===== src/hdl/pair_sum_index_finder_macros.svh =====
// Assertion macros shared by the pair sum index finder RTL.
`ifndef PAIR_SUM_INDEX_FINDER_MACROS_SVH
`define PAIR_SUM_INDEX_FINDER_MACROS_SVH

// Same-cycle implication, sampled on clk and disabled while rst_n is low.
`define PSIF_ASSERT_IMP(label, ante, cons, msg) \
    label: assert property (@(posedge clk) disable iff (!rst_n) (ante) |-> (cons)) \
        else $error(msg);

// Next-cycle implication, sampled on clk and disabled while rst_n is low.
`define PSIF_ASSERT_NEXT(label, ante, cons, msg) \
    label: assert property (@(posedge clk) disable iff (!rst_n) (ante) |=> (cons)) \
        else $error(msg);

`endif


===== src/hdl/psif_pkg.sv =====
// Shared types and constants of the pair sum index finder.
`default_nettype none

package psif_pkg;

    localparam int VAL_W             = 32;
    localparam int NEED_W            = VAL_W + 1;
    localparam int STATUS_W          = 2;
    localparam int IDX_FIELD_W       = 10;
    localparam int DEFAULT_MAX_ITEMS = 1024;

    localparam logic [STATUS_W-1:0] ST_FOUND = 2'd0;
    localparam logic [STATUS_W-1:0] ST_NONE  = 2'd1;
    localparam logic [STATUS_W-1:0] ST_OVER  = 2'd2;

    // Broadcast from the controller to every cell of the store.
    typedef struct packed {
        logic              shift_en;
        logic [NEED_W-1:0] needed;
    } psif_query_t;

endpackage

`default_nettype wire


===== src/hdl/psif_cell.sv =====
// One store cell: holds a value, shifts it on, and compares it with the query.
`default_nettype none

module psif_cell
    import psif_pkg::*;
#(
    parameter int CNT_W = 11,
    parameter int POS   = 0
)(
    input  wire                  clk,
    input  wire psif_query_t     query,
    input  wire  [CNT_W-1:0]     count,
    input  wire  [VAL_W-1:0]     value_in,
    output logic [VAL_W-1:0]     value_out,
    output logic                 hit
);

    logic [VAL_W-1:0] value_reg;
    logic             hit_reg;

    // A cell only counts as filled when its position lies below the fill count.
    always_ff @(posedge clk)
    begin
        if (query.shift_en)
        begin
            value_reg <= value_in;
        end
        hit_reg <= (CNT_W'(POS) < count) &&
                   ({value_reg[VAL_W-1], value_reg} == query.needed);
    end

    assign value_out = value_reg;
    assign hit       = hit_reg;

endmodule

`default_nettype wire


===== config.mk =====
export PLATFORM = sky130hd
export DESIGN_NAME = psif_cell
export DESIGN_NICKNAME = d
export VERILOG_FILES = /design/src/hdl/pair_sum_index_finder_macros.svh /design/src/hdl/psif_pkg.sv /design/src/hdl/psif_cell.sv
export SDC_FILE = /design/constraint.sdc
export NUM_CORES = 1
export LEC_CHECK = 0
export ABC_AREA = 1
export CORE_MARGIN = 8
export CORE_UTILIZATION = 65
export CTS_CLUSTER_DIAMETER = 30
export DETAILED_ROUTE_END_ITERATION = 16
export DONT_BUFFER_PORTS = 1
export GPL_TIMING_DRIVEN = 0
export PLACE_DENSITY = 0.81
export SETUP_SLACK_MARGIN = 0.02
export SLEW_MARGIN = 20
export SYNTH_ARGS = -nofsm -noshare
export SYNTH_HDL_FRONTEND = slang
export SYNTH_SLANG_ARGS = --single-unit

===== constraint.sdc =====
create_clock -name clk -period 1.65 [get_ports clk]
set_input_delay 0.165 -clock clk [delete_from_list [all_inputs] [get_ports clk]]
set_output_delay 0.165 -clock clk [all_outputs]
set_load 0.005 [all_outputs]

==> metrics.txt <==
outcome=finished clean; CTS tree=done; Area contributors post-synth=edfxtp_1 60%, nand2_1 14%, inv_1 8.6%; IO Pins=between 100 and 150; first-pass GRT wire length=7100 µm; period utilization=0.732; Final Net Count=301; Peak supply drop=838 µV; pre-CTS setup slack=about 0.55 ns; number of H-tree levels=2; GRT Util Overall=0.218; sequential-to-total area share from yosys stat=0.609; Post-DP HPWL=about 3000 µm; RePlAce Congestion=0.796; Max stage delay on crit path=0.49 ns; CP cell instances=nor2_1 -> nor2_1 -> nor2_1 -> nand2_1 -> nor2_1 -> nand3_1 -> nor2_1; Via Count=1,329; Slew @ Worst Pin=0.201 ns; fmax=828 MHz; setup TNS=0 ns; Post-DRT Antenna Nets=0; CP max FO=3; Worst Setup Path Type=reg -> reg; # setup viols final=0; commonest non-fill, non-tap cell in the layout=nand2_1; core area=2410 µm²; Synth cell types=9; crit path time final=1.21 ns; cts bufs inserted=5; Placed Area=about 1600 µm²; share of the synthesized area in the top cell type=0.597; critical path launch point type=register; global route total overflow=0; DIE AREA=4330 µm²; final instance area=2040 µm²; starting density of the core=0.668; hold_buf cts=33; final hold viol count=0; Slew HR=0.866; Die Height=65.8 µm; WP data required=1.92 ns; Worst-path clk slew=about 0.1 ns; Iteration-0 DRC Markers=55; DRT Pass-1 Iters=4; max reg flops=32; commonest cells after routing, fill and taps aside=61 x nand2_1, 37 x inv_1, 36 x nor2_1; most used cell along the critical path=nor2_1; initial antenna violation count=0; Clock Tree Buf Depth=2; # DRC=0; max-cap violation count=0; Max Slew Vio Count=0; Vias per Instance=5.23; vias in the first global route=1,494; final WL=4720 µm; Mapped Cells=183; Hold Crit Class=in -> reg; wire per inst=18.6 µm; post-CTS setup buffer count=0; share of layout cells above drive strength 1=0.0313; syn_area_per_cell=8.80 µm²; PD cells=839 nW/µm²; post-CTS sizing=0; unrepaired setup endpoints after global routing=no; CP max-delay cell=edfxtp_1; Synth Cell Area=1610 µm²; # diodes=0; yosys warns=0; P&R area growth vs syn=26.5%; row cnt=18; FF+latch count, synth=33; syn_nets=261; Max Clock Skew=between 0.003 and 0.004 ns; Sink Count=33; worst skew pair latency=0.32 ns; setup slack after layout=0.443 ns; largest net degree at the start of global routing=33; Final Core Density=0.845; Port Buffers=0; CP Capture Type=register; worst path bufs/invs=0; die width=approximately 66 µm; root buf cell=clkbuf_4; family with the most delay on the worst path=simple AND/OR/NAND/NOR gates; data arrival time of the critical path=1.48 ns; hold slack=0.155 ns; area leader, netlist=edfxtp_1; leakage power=0.966 nW
==> synthesized netlist by cell type <==
master    number
dfxtp_1        1
edfxtp_1      32
inv_1         37
nand2_1       61
nand3_1        3
nor2_1        36
nor2_2         1
xnor2_1        2
xor2_1        10
==> per-layer routing <==
metal,up-vias,share of wire,routed length [µm],global-route usage
met3,13,0.14,648,0.112
met4,0,0.016,74,0.0926
met5,-,0,0,0
met1,587,0.30,1410,0.183
met2,101,0.55,2590,0.410
li1,628,-,-,-
==> power by group <==
group | leakage, nW | internal [W] | switching [W]
Sequential | 0.321 | 0.000993 | 0.0000694
Clock | 0.0265 | 0.000170 | 0.000253
Combinational | 0.618 | 0.000116 | 0.000108
==> path summary, 6_finish.rpt <==
path,start,endpoint,slack (ns),cells past startpoint
worst max-delay path,value_out[15]$_DFFE_PP_,hit$_DFF_P_,0.44,7
worst min-delay path,query[31],hit$_DFF_P_,0.15,6
worst max register to register,value_out[15]$_DFFE_PP_,hit$_DFF_P_,0.44,7
worst min register to register,value_out[26]$_DFFE_PP_,hit$_DFF_P_,0.78,7
==> layout make-up <==
cell class	instances	area, µm²
clock buffers	8	48.8
fillers	131	373
inverters	37	139
multi-input cells	113	490
flip-flops and latches	33	981
well taps	30	37.5
repair buffers	33	340
==> stage by stage <==
| step | total power (W) | instances |
|---|---|---|
| 6_report | 0.00171 | 254 |
| 4_1_cts | 0.00169 | 254 |
| 3_3_place_gp | 0.00120 | 213 |
| 2_1_floorplan | 0.00117 | 183 |
| 3_5_place_dp | 0.00121 | 213 |
| 5_1_grt | 0.00179 | 254 |
==> worst register-to-register path, stage by stage, from the launching register on <==
cell and delay (ns):
edfxtp_1 0.49, nor2_1 0.15, nor2_1 0.07, nor2_1 0.12, nand2_1 0.08, nor2_1 0.09
nand3_1 0.08, nor2_1 0.08
==> logic make-up (layout without fill, tap and decap cells) <==
| group | Yosys count | count (layout) | synth area share |
|---|---|---|---|
| xor+xnor | 12 | 12 | 0.0653 |
| buf+inv | 37 | 78 | 0.0862 |
| flops | 33 | 33 | 0.609 |
| simple gates | 101 | 101 | 0.239 |
Note: power is estimated with default switching activity, not from simulation.
