$ cat config.mk
export PLATFORM = sky130hd
export DESIGN_NAME = psif_prio_tree
export DESIGN_NICKNAME = d
export VERILOG_FILES = /design/src/hdl/pair_sum_index_finder_macros.svh /design/src/hdl/psif_prio_tree.sv
export SDC_FILE = /design/constraint.sdc
export NUM_CORES = 2
export LEC_CHECK = 0
export BUFFER_PORTS_ARGS = -buffer_cell sky130_fd_sc_hd__clkbuf_2
export CAP_MARGIN = 5
export CORE_MARGIN = 8
export CORE_UTILIZATION = 55
export DETAILED_ROUTE_END_ITERATION = 16
export GPL_TIMING_DRIVEN = 0
export PLACE_DENSITY = 0.76
export SLEW_MARGIN = 20
export SYNTH_ARGS = -nofsm -noshare
export SYNTH_HDL_FRONTEND = slang
export SYNTH_SLANG_ARGS = --single-unit
$ cat constraint.sdc
create_clock -name clk -period 1.2 [get_ports clk]
set_input_delay 0.06 -clock clk [delete_from_list [all_inputs] [get_ports clk]]
set_output_delay 0.06 -clock clk [all_outputs]
set_load 0.01 [all_outputs]
$ cat src/hdl/pair_sum_index_finder_macros.svh
// Assertion macros shared by the pair sum index finder RTL.
`ifndef PAIR_SUM_INDEX_FINDER_MACROS_SVH
`define PAIR_SUM_INDEX_FINDER_MACROS_SVH

// Same-cycle implication, sampled on clk and disabled while rst_n is low.
`define PSIF_ASSERT_IMP(label, ante, cons, msg) \
    label: assert property (@(posedge clk) disable iff (!rst_n) (ante) |-> (cons)) \
        else $error(msg);

// Next-cycle implication, sampled on clk and disabled while rst_n is low.
`define PSIF_ASSERT_NEXT(label, ante, cons, msg) \
    label: assert property (@(posedge clk) disable iff (!rst_n) (ante) |=> (cons)) \
        else $error(msg);

`endif

$ cat src/hdl/psif_prio_tree.sv
// Registered priority tree that finds the lowest hit position among the cells.
`default_nettype none

module psif_prio_tree
#(
    parameter int MAX_ITEMS = 1024
)(
    input  wire                            clk,
    input  wire  [MAX_ITEMS-1:0]           hit,
    output logic                           root_any,
    output logic [$clog2(MAX_ITEMS)-1:0]   root_pos
);

    localparam int IDX_W  = $clog2(MAX_ITEMS);
    localparam int LEAVES = 1 << IDX_W;

    // Heap numbering: node n has children 2n and 2n+1, leaves sit above LEAVES-1.
    logic             any_w [1:2*LEAVES-1];
    logic [IDX_W-1:0] pos_w [1:2*LEAVES-1];

    for (genvar k = 0; k < LEAVES; k++)
    begin : g_leaf
        if (k < MAX_ITEMS)
        begin : g_real
            assign any_w[LEAVES+k] = hit[k];
        end
        else
        begin : g_pad
            assign any_w[LEAVES+k] = 1'b0;
        end
        assign pos_w[LEAVES+k] = IDX_W'(k);
    end

    for (genvar n = 1; n < LEAVES; n++)
    begin : g_node
        logic             any_reg;
        logic [IDX_W-1:0] pos_reg;

        // The lower position is the newer element, so the left child wins.
        always_ff @(posedge clk)
        begin
            any_reg <= any_w[2*n] | any_w[2*n+1];
            pos_reg <= any_w[2*n] ? pos_w[2*n] : pos_w[2*n+1];
        end

        assign any_w[n] = any_reg;
        assign pos_w[n] = pos_reg;
    end

    assign root_any = any_w[1];
    assign root_pos = pos_w[1];

endmodule

`default_nettype wire

==> impl_metrics.tcl, run 1 <==
set metrics [dict create \
    fp.dieW_um 406 \
    cts_made_buffers 301 \
    ioPinCount 1036 \
    cts_resized 37 \
    rows 143 \
    ctsHoldBuffers 1945 \
    numPortBuffers 1035 \
    ys_seq_area_frac 0.733 \
    h-tree-depth 5 \
    dp_hpwl_mm 128 \
    post_cts_buffers 0 \
    haltStage "clock tree synthesis" \
    fp.dieH_um 406 \
    cts_root_buf "clkbuf_16" \
    synth-seq-cells 3059 \
    ys_warn_count 0 \
    cts_buffer_depth 4 \
    initial_core_util 0.552 \
    error "[ERROR RSZ-0060] Max buffer count reached." \
    postSynthAreaPerCell_um2 13.6 \
    synth_cell_types 8 \
    cts.sink_count 3059 \
    globalplace.congestion 0.916 \
    status "aborted with a tool error" \
    syn_nets 7174 \
    synth_cells 6149 \
    synth_area_um2 83500 \
]
[synth_stat cells]
master / number / share of area
or2_2: 1022 / 0.077
buf_6: 30 / 0.0040
dfxtp_1: 3059 / 0.73
buf_4: 1 / 0.000090
mux2_2: 935 / 0.13
inv_1: 1023 / 0.046
or2_1: 1 / 0.000075
mux2_4: 78 / 0.014
[metrics by stage]
| step | area [um^2] | setup slack [ns] | setup TNS, ns | util | std cells |
|---|---|---|---|---|---|
| after detailed placement | 91200 | -0.0828 | -0.130 | 0.603 | 9214 |
| after floorplan | 83500 | 0.305 | 0 | - | 6149 |
| after global placement | 91200 | -0.0964 | -0.153 | 0.603 | 9214 |
[cells by family after synthesis]
family / after synthesis / synth area share
flip-flops: 3059 / 0.733
buffers and inverters: 1054 / 0.0501
AND/OR/NAND/NOR: 1023 / 0.0766
multiplexers: 1013 / 0.140
==> inputs of run 2 (changes only) <==
--- a/config.mk
+++ b/config.mk
@@ -8,10 +8,10 @@
 export BUFFER_PORTS_ARGS = -buffer_cell sky130_fd_sc_hd__clkbuf_2
 export CAP_MARGIN = 5
 export CORE_MARGIN = 8
-export CORE_UTILIZATION = 55
+export CORE_UTILIZATION = 40
 export DETAILED_ROUTE_END_ITERATION = 16
 export GPL_TIMING_DRIVEN = 0
-export PLACE_DENSITY = 0.76
+export PLACE_DENSITY_LB_ADDON = 0.15
 export SLEW_MARGIN = 20
 export SYNTH_ARGS = -nofsm -noshare
 export SYNTH_HDL_FRONTEND = slang
==> run 2 against run 1 <==
The flow now finishes, with violations (negative setup slack). Synthesized cell count did not move. Area after synthesis did not move.
==> impl_metrics.tcl, run 2 <==
set metrics [dict create \
    synth-seq-cells 3059 \
    synth_area_um2 83500 \
    core_area_um2 207000 \
    cp_slowest_cell "dfxtp_2" \
    path_max_fanout 1 \
    fp.dieW_um 473 \
    critical_path_class "reg2out" \
    end_kind "output port" \
    routed_wl_mm 235 \
    rows 167 \
    dominantRegCellSynth "dfxtp_1" \
    cap_violations 0 \
    cts_made_buffers 318 \
    first_iter_violations 2046 \
    failed_checks "negative setup slack" \
    drive_gt1_frac 0.368 \
    worstMarginPinSlew_ns 0.518 \
    crit_start "root_pos[4]" \
    period_share 1.16 \
    synth_edf_count 0 \
    dp_hpwl_mm 135 \
    finalCriticalPeriod_ns 1.39 \
    dp.cells 9972 \
    clk_pin_slew_ns 0.06 \
    grtUsageTotal 0.203 \
    vias 53900 \
    clock_latency_ns 0.92 \
    final-hold-violation-count 0 \
    wire_per_inst_um 18.6 \
    numPortBuffers 1035 \
    postSynthAreaPerCell_um2 13.6 \
    fp.dieArea_um2 224000 \
    slew_headroom 0.654 \
    ff2ff_setup_slack_ns 0.13 \
    layout_common_cells "3046 x dfxtp_1, 2049 x dlygate4sd3_1, 1024 x clkbuf_2" \
    synth_top_area_share 0.733 \
    path_delay_family "flip-flops" \
    fp.dieH_um 473 \
    yosysMostFrequentCell "dfxtp_1" \
    grt_max_degree 17 \
    cp.required_ns 1.14 \
    critPathBufInv 1 \
    fin_cells 12600 \
    post_cts_buffers 0 \
    initial_core_util 0.403 \
    powerDensity_nw_per_um2 1770 \
    fin_nets 10600 \
    ys_async_sr_fraction 0 \
    cts_tree "yes" \
    synth_cells 6149 \
    grt_pass1_vias 60500 \
    startpoint_type "flop" \
    finalSetupViolations 12 \
    fmax_mhz 721 \
    drt-pass1-iter-count 5 \
    ys_warn_count 0 \
    largest_reg_flops 2026 \
    cts.sink_count 3059 \
    slew_viol_final 0 \
    r2r_start "g_node[186].any_reg" \
    min_from "hit[160]" \
    synth.area.top_cells "dfxtp_1 73%, mux2_2 13%, or2_2 7.7%, inv_1 4.6%, mux2_4 1.4%" \
    fin_ws_ns -0.187 \
    ioPinCount 1036 \
    ys_seq_area_frac 0.733 \
    p_leak_nw 58.0 \
    fin_worst_skew_ns 0.0682 \
    yosys.area.top_type "dfxtp_1" \
    synth_cell_types 8 \
    worstPathArrival_ns 1.33 \
    preCtsSetupSlack_ns -0.0332 \
    h-tree-depth 5 \
    grt_pass1_wl_mm 352 \
    cts_buffer_depth 4 \
    rsz0062_at_grt "true" \
    drc_errors 0 \
    grt.overflow.total 0 \
    antenna_found_initial 95 \
    synth_common_cells "3059 x dfxtp_1, 1023 x inv_1, 1022 x or2_2" \
    cts_root_buf "clkbuf_16" \
    syn_nets 7174 \
    path_cells "buf_8" \
    globalplace.congestion 0.851 \
    layout_commonest_cell "dfxtp_1" \
    area_growth_pct 47.9 \
    ant_nets 0 \
    slowest_delay_ns 0.34 \
    status "finished with violations" \
    hold_class "in2reg" \
    finalPower_mw 219 \
    ir_worst_vdd_uv 1350 \
    vias_per_cell 4.26 \
]
==> run 2: kinds of logic after synthesis <==
logic type             count (synthesis)  synth area share
buffers and inverters               1054            0.0501
multiplexers                        1013             0.140
AND/OR/NAND/NOR                     1023            0.0766
flip-flops                          3059             0.733
==> run 2: metal layers <==
layer  GRT usage  share of wire  vias up
met4       0.121          0.064       44
li1            -              -    25700
met5     0.00256         0.0016        -
met1       0.221           0.39    25100
met2       0.350           0.49     2041
met3      0.0596          0.061      960
==> run 2: through the flow <==
| stage | area, um^2 | hold WS [ns] | utilization | setup TNS, ns |
|---|---|---|---|---|
| detailed placement | 92200 | 0.215 | 0.445 | -0.0585 |
| global route | 124000 | 0.0643 | 0.596 | -2.92 |
| CTS | 123000 | 0.0241 | 0.595 | -3.31 |
| finish | 124000 | 0.114 | 0.596 | -1.98 |
| global placement | 92200 | 0.213 | 0.445 | -0.0828 |
| floorplan | 83500 | 0.117 | - | 0 |
==> run 2: path summary, 6_finish.rpt <==
check,end,depth (start not counted)
max,root_pos[4],1
min,g_node[592].pos_reg[0],3
max reg2reg,g_node[93].pos_reg[2],1
min reg2reg,g_node[10].any_reg,1
==> run 2: repair_timing <==
action / in CTS / in global routing
gates resized for setup: 35 / 11
endpoints found under the hold margin: 1024 / 1
hold buffers: 2051 / 1
endpoints found under the setup margin: 14 / 15
==> run 2: area by class of cell <==
class,instances,area (um^2)
sequential,3059,61300
clock inverter,90,1240
fill,15300,83700
multi-input combinational,2036,18100
buffer,31,345
timing repair buffer,3084,25800
antenna,74,185
tap,2788,3490
clock buffer,458,9300
inverter,1023,3840
==> run 2: where the power goes <==
group	internal, mW	total (mW)	switching (mW)
registers	106	108	1.79
clock network	59.8	98.2	38.5
logic	8.23	12.5	4.29
No activity file was read; power rests on OpenSTA's default activity.
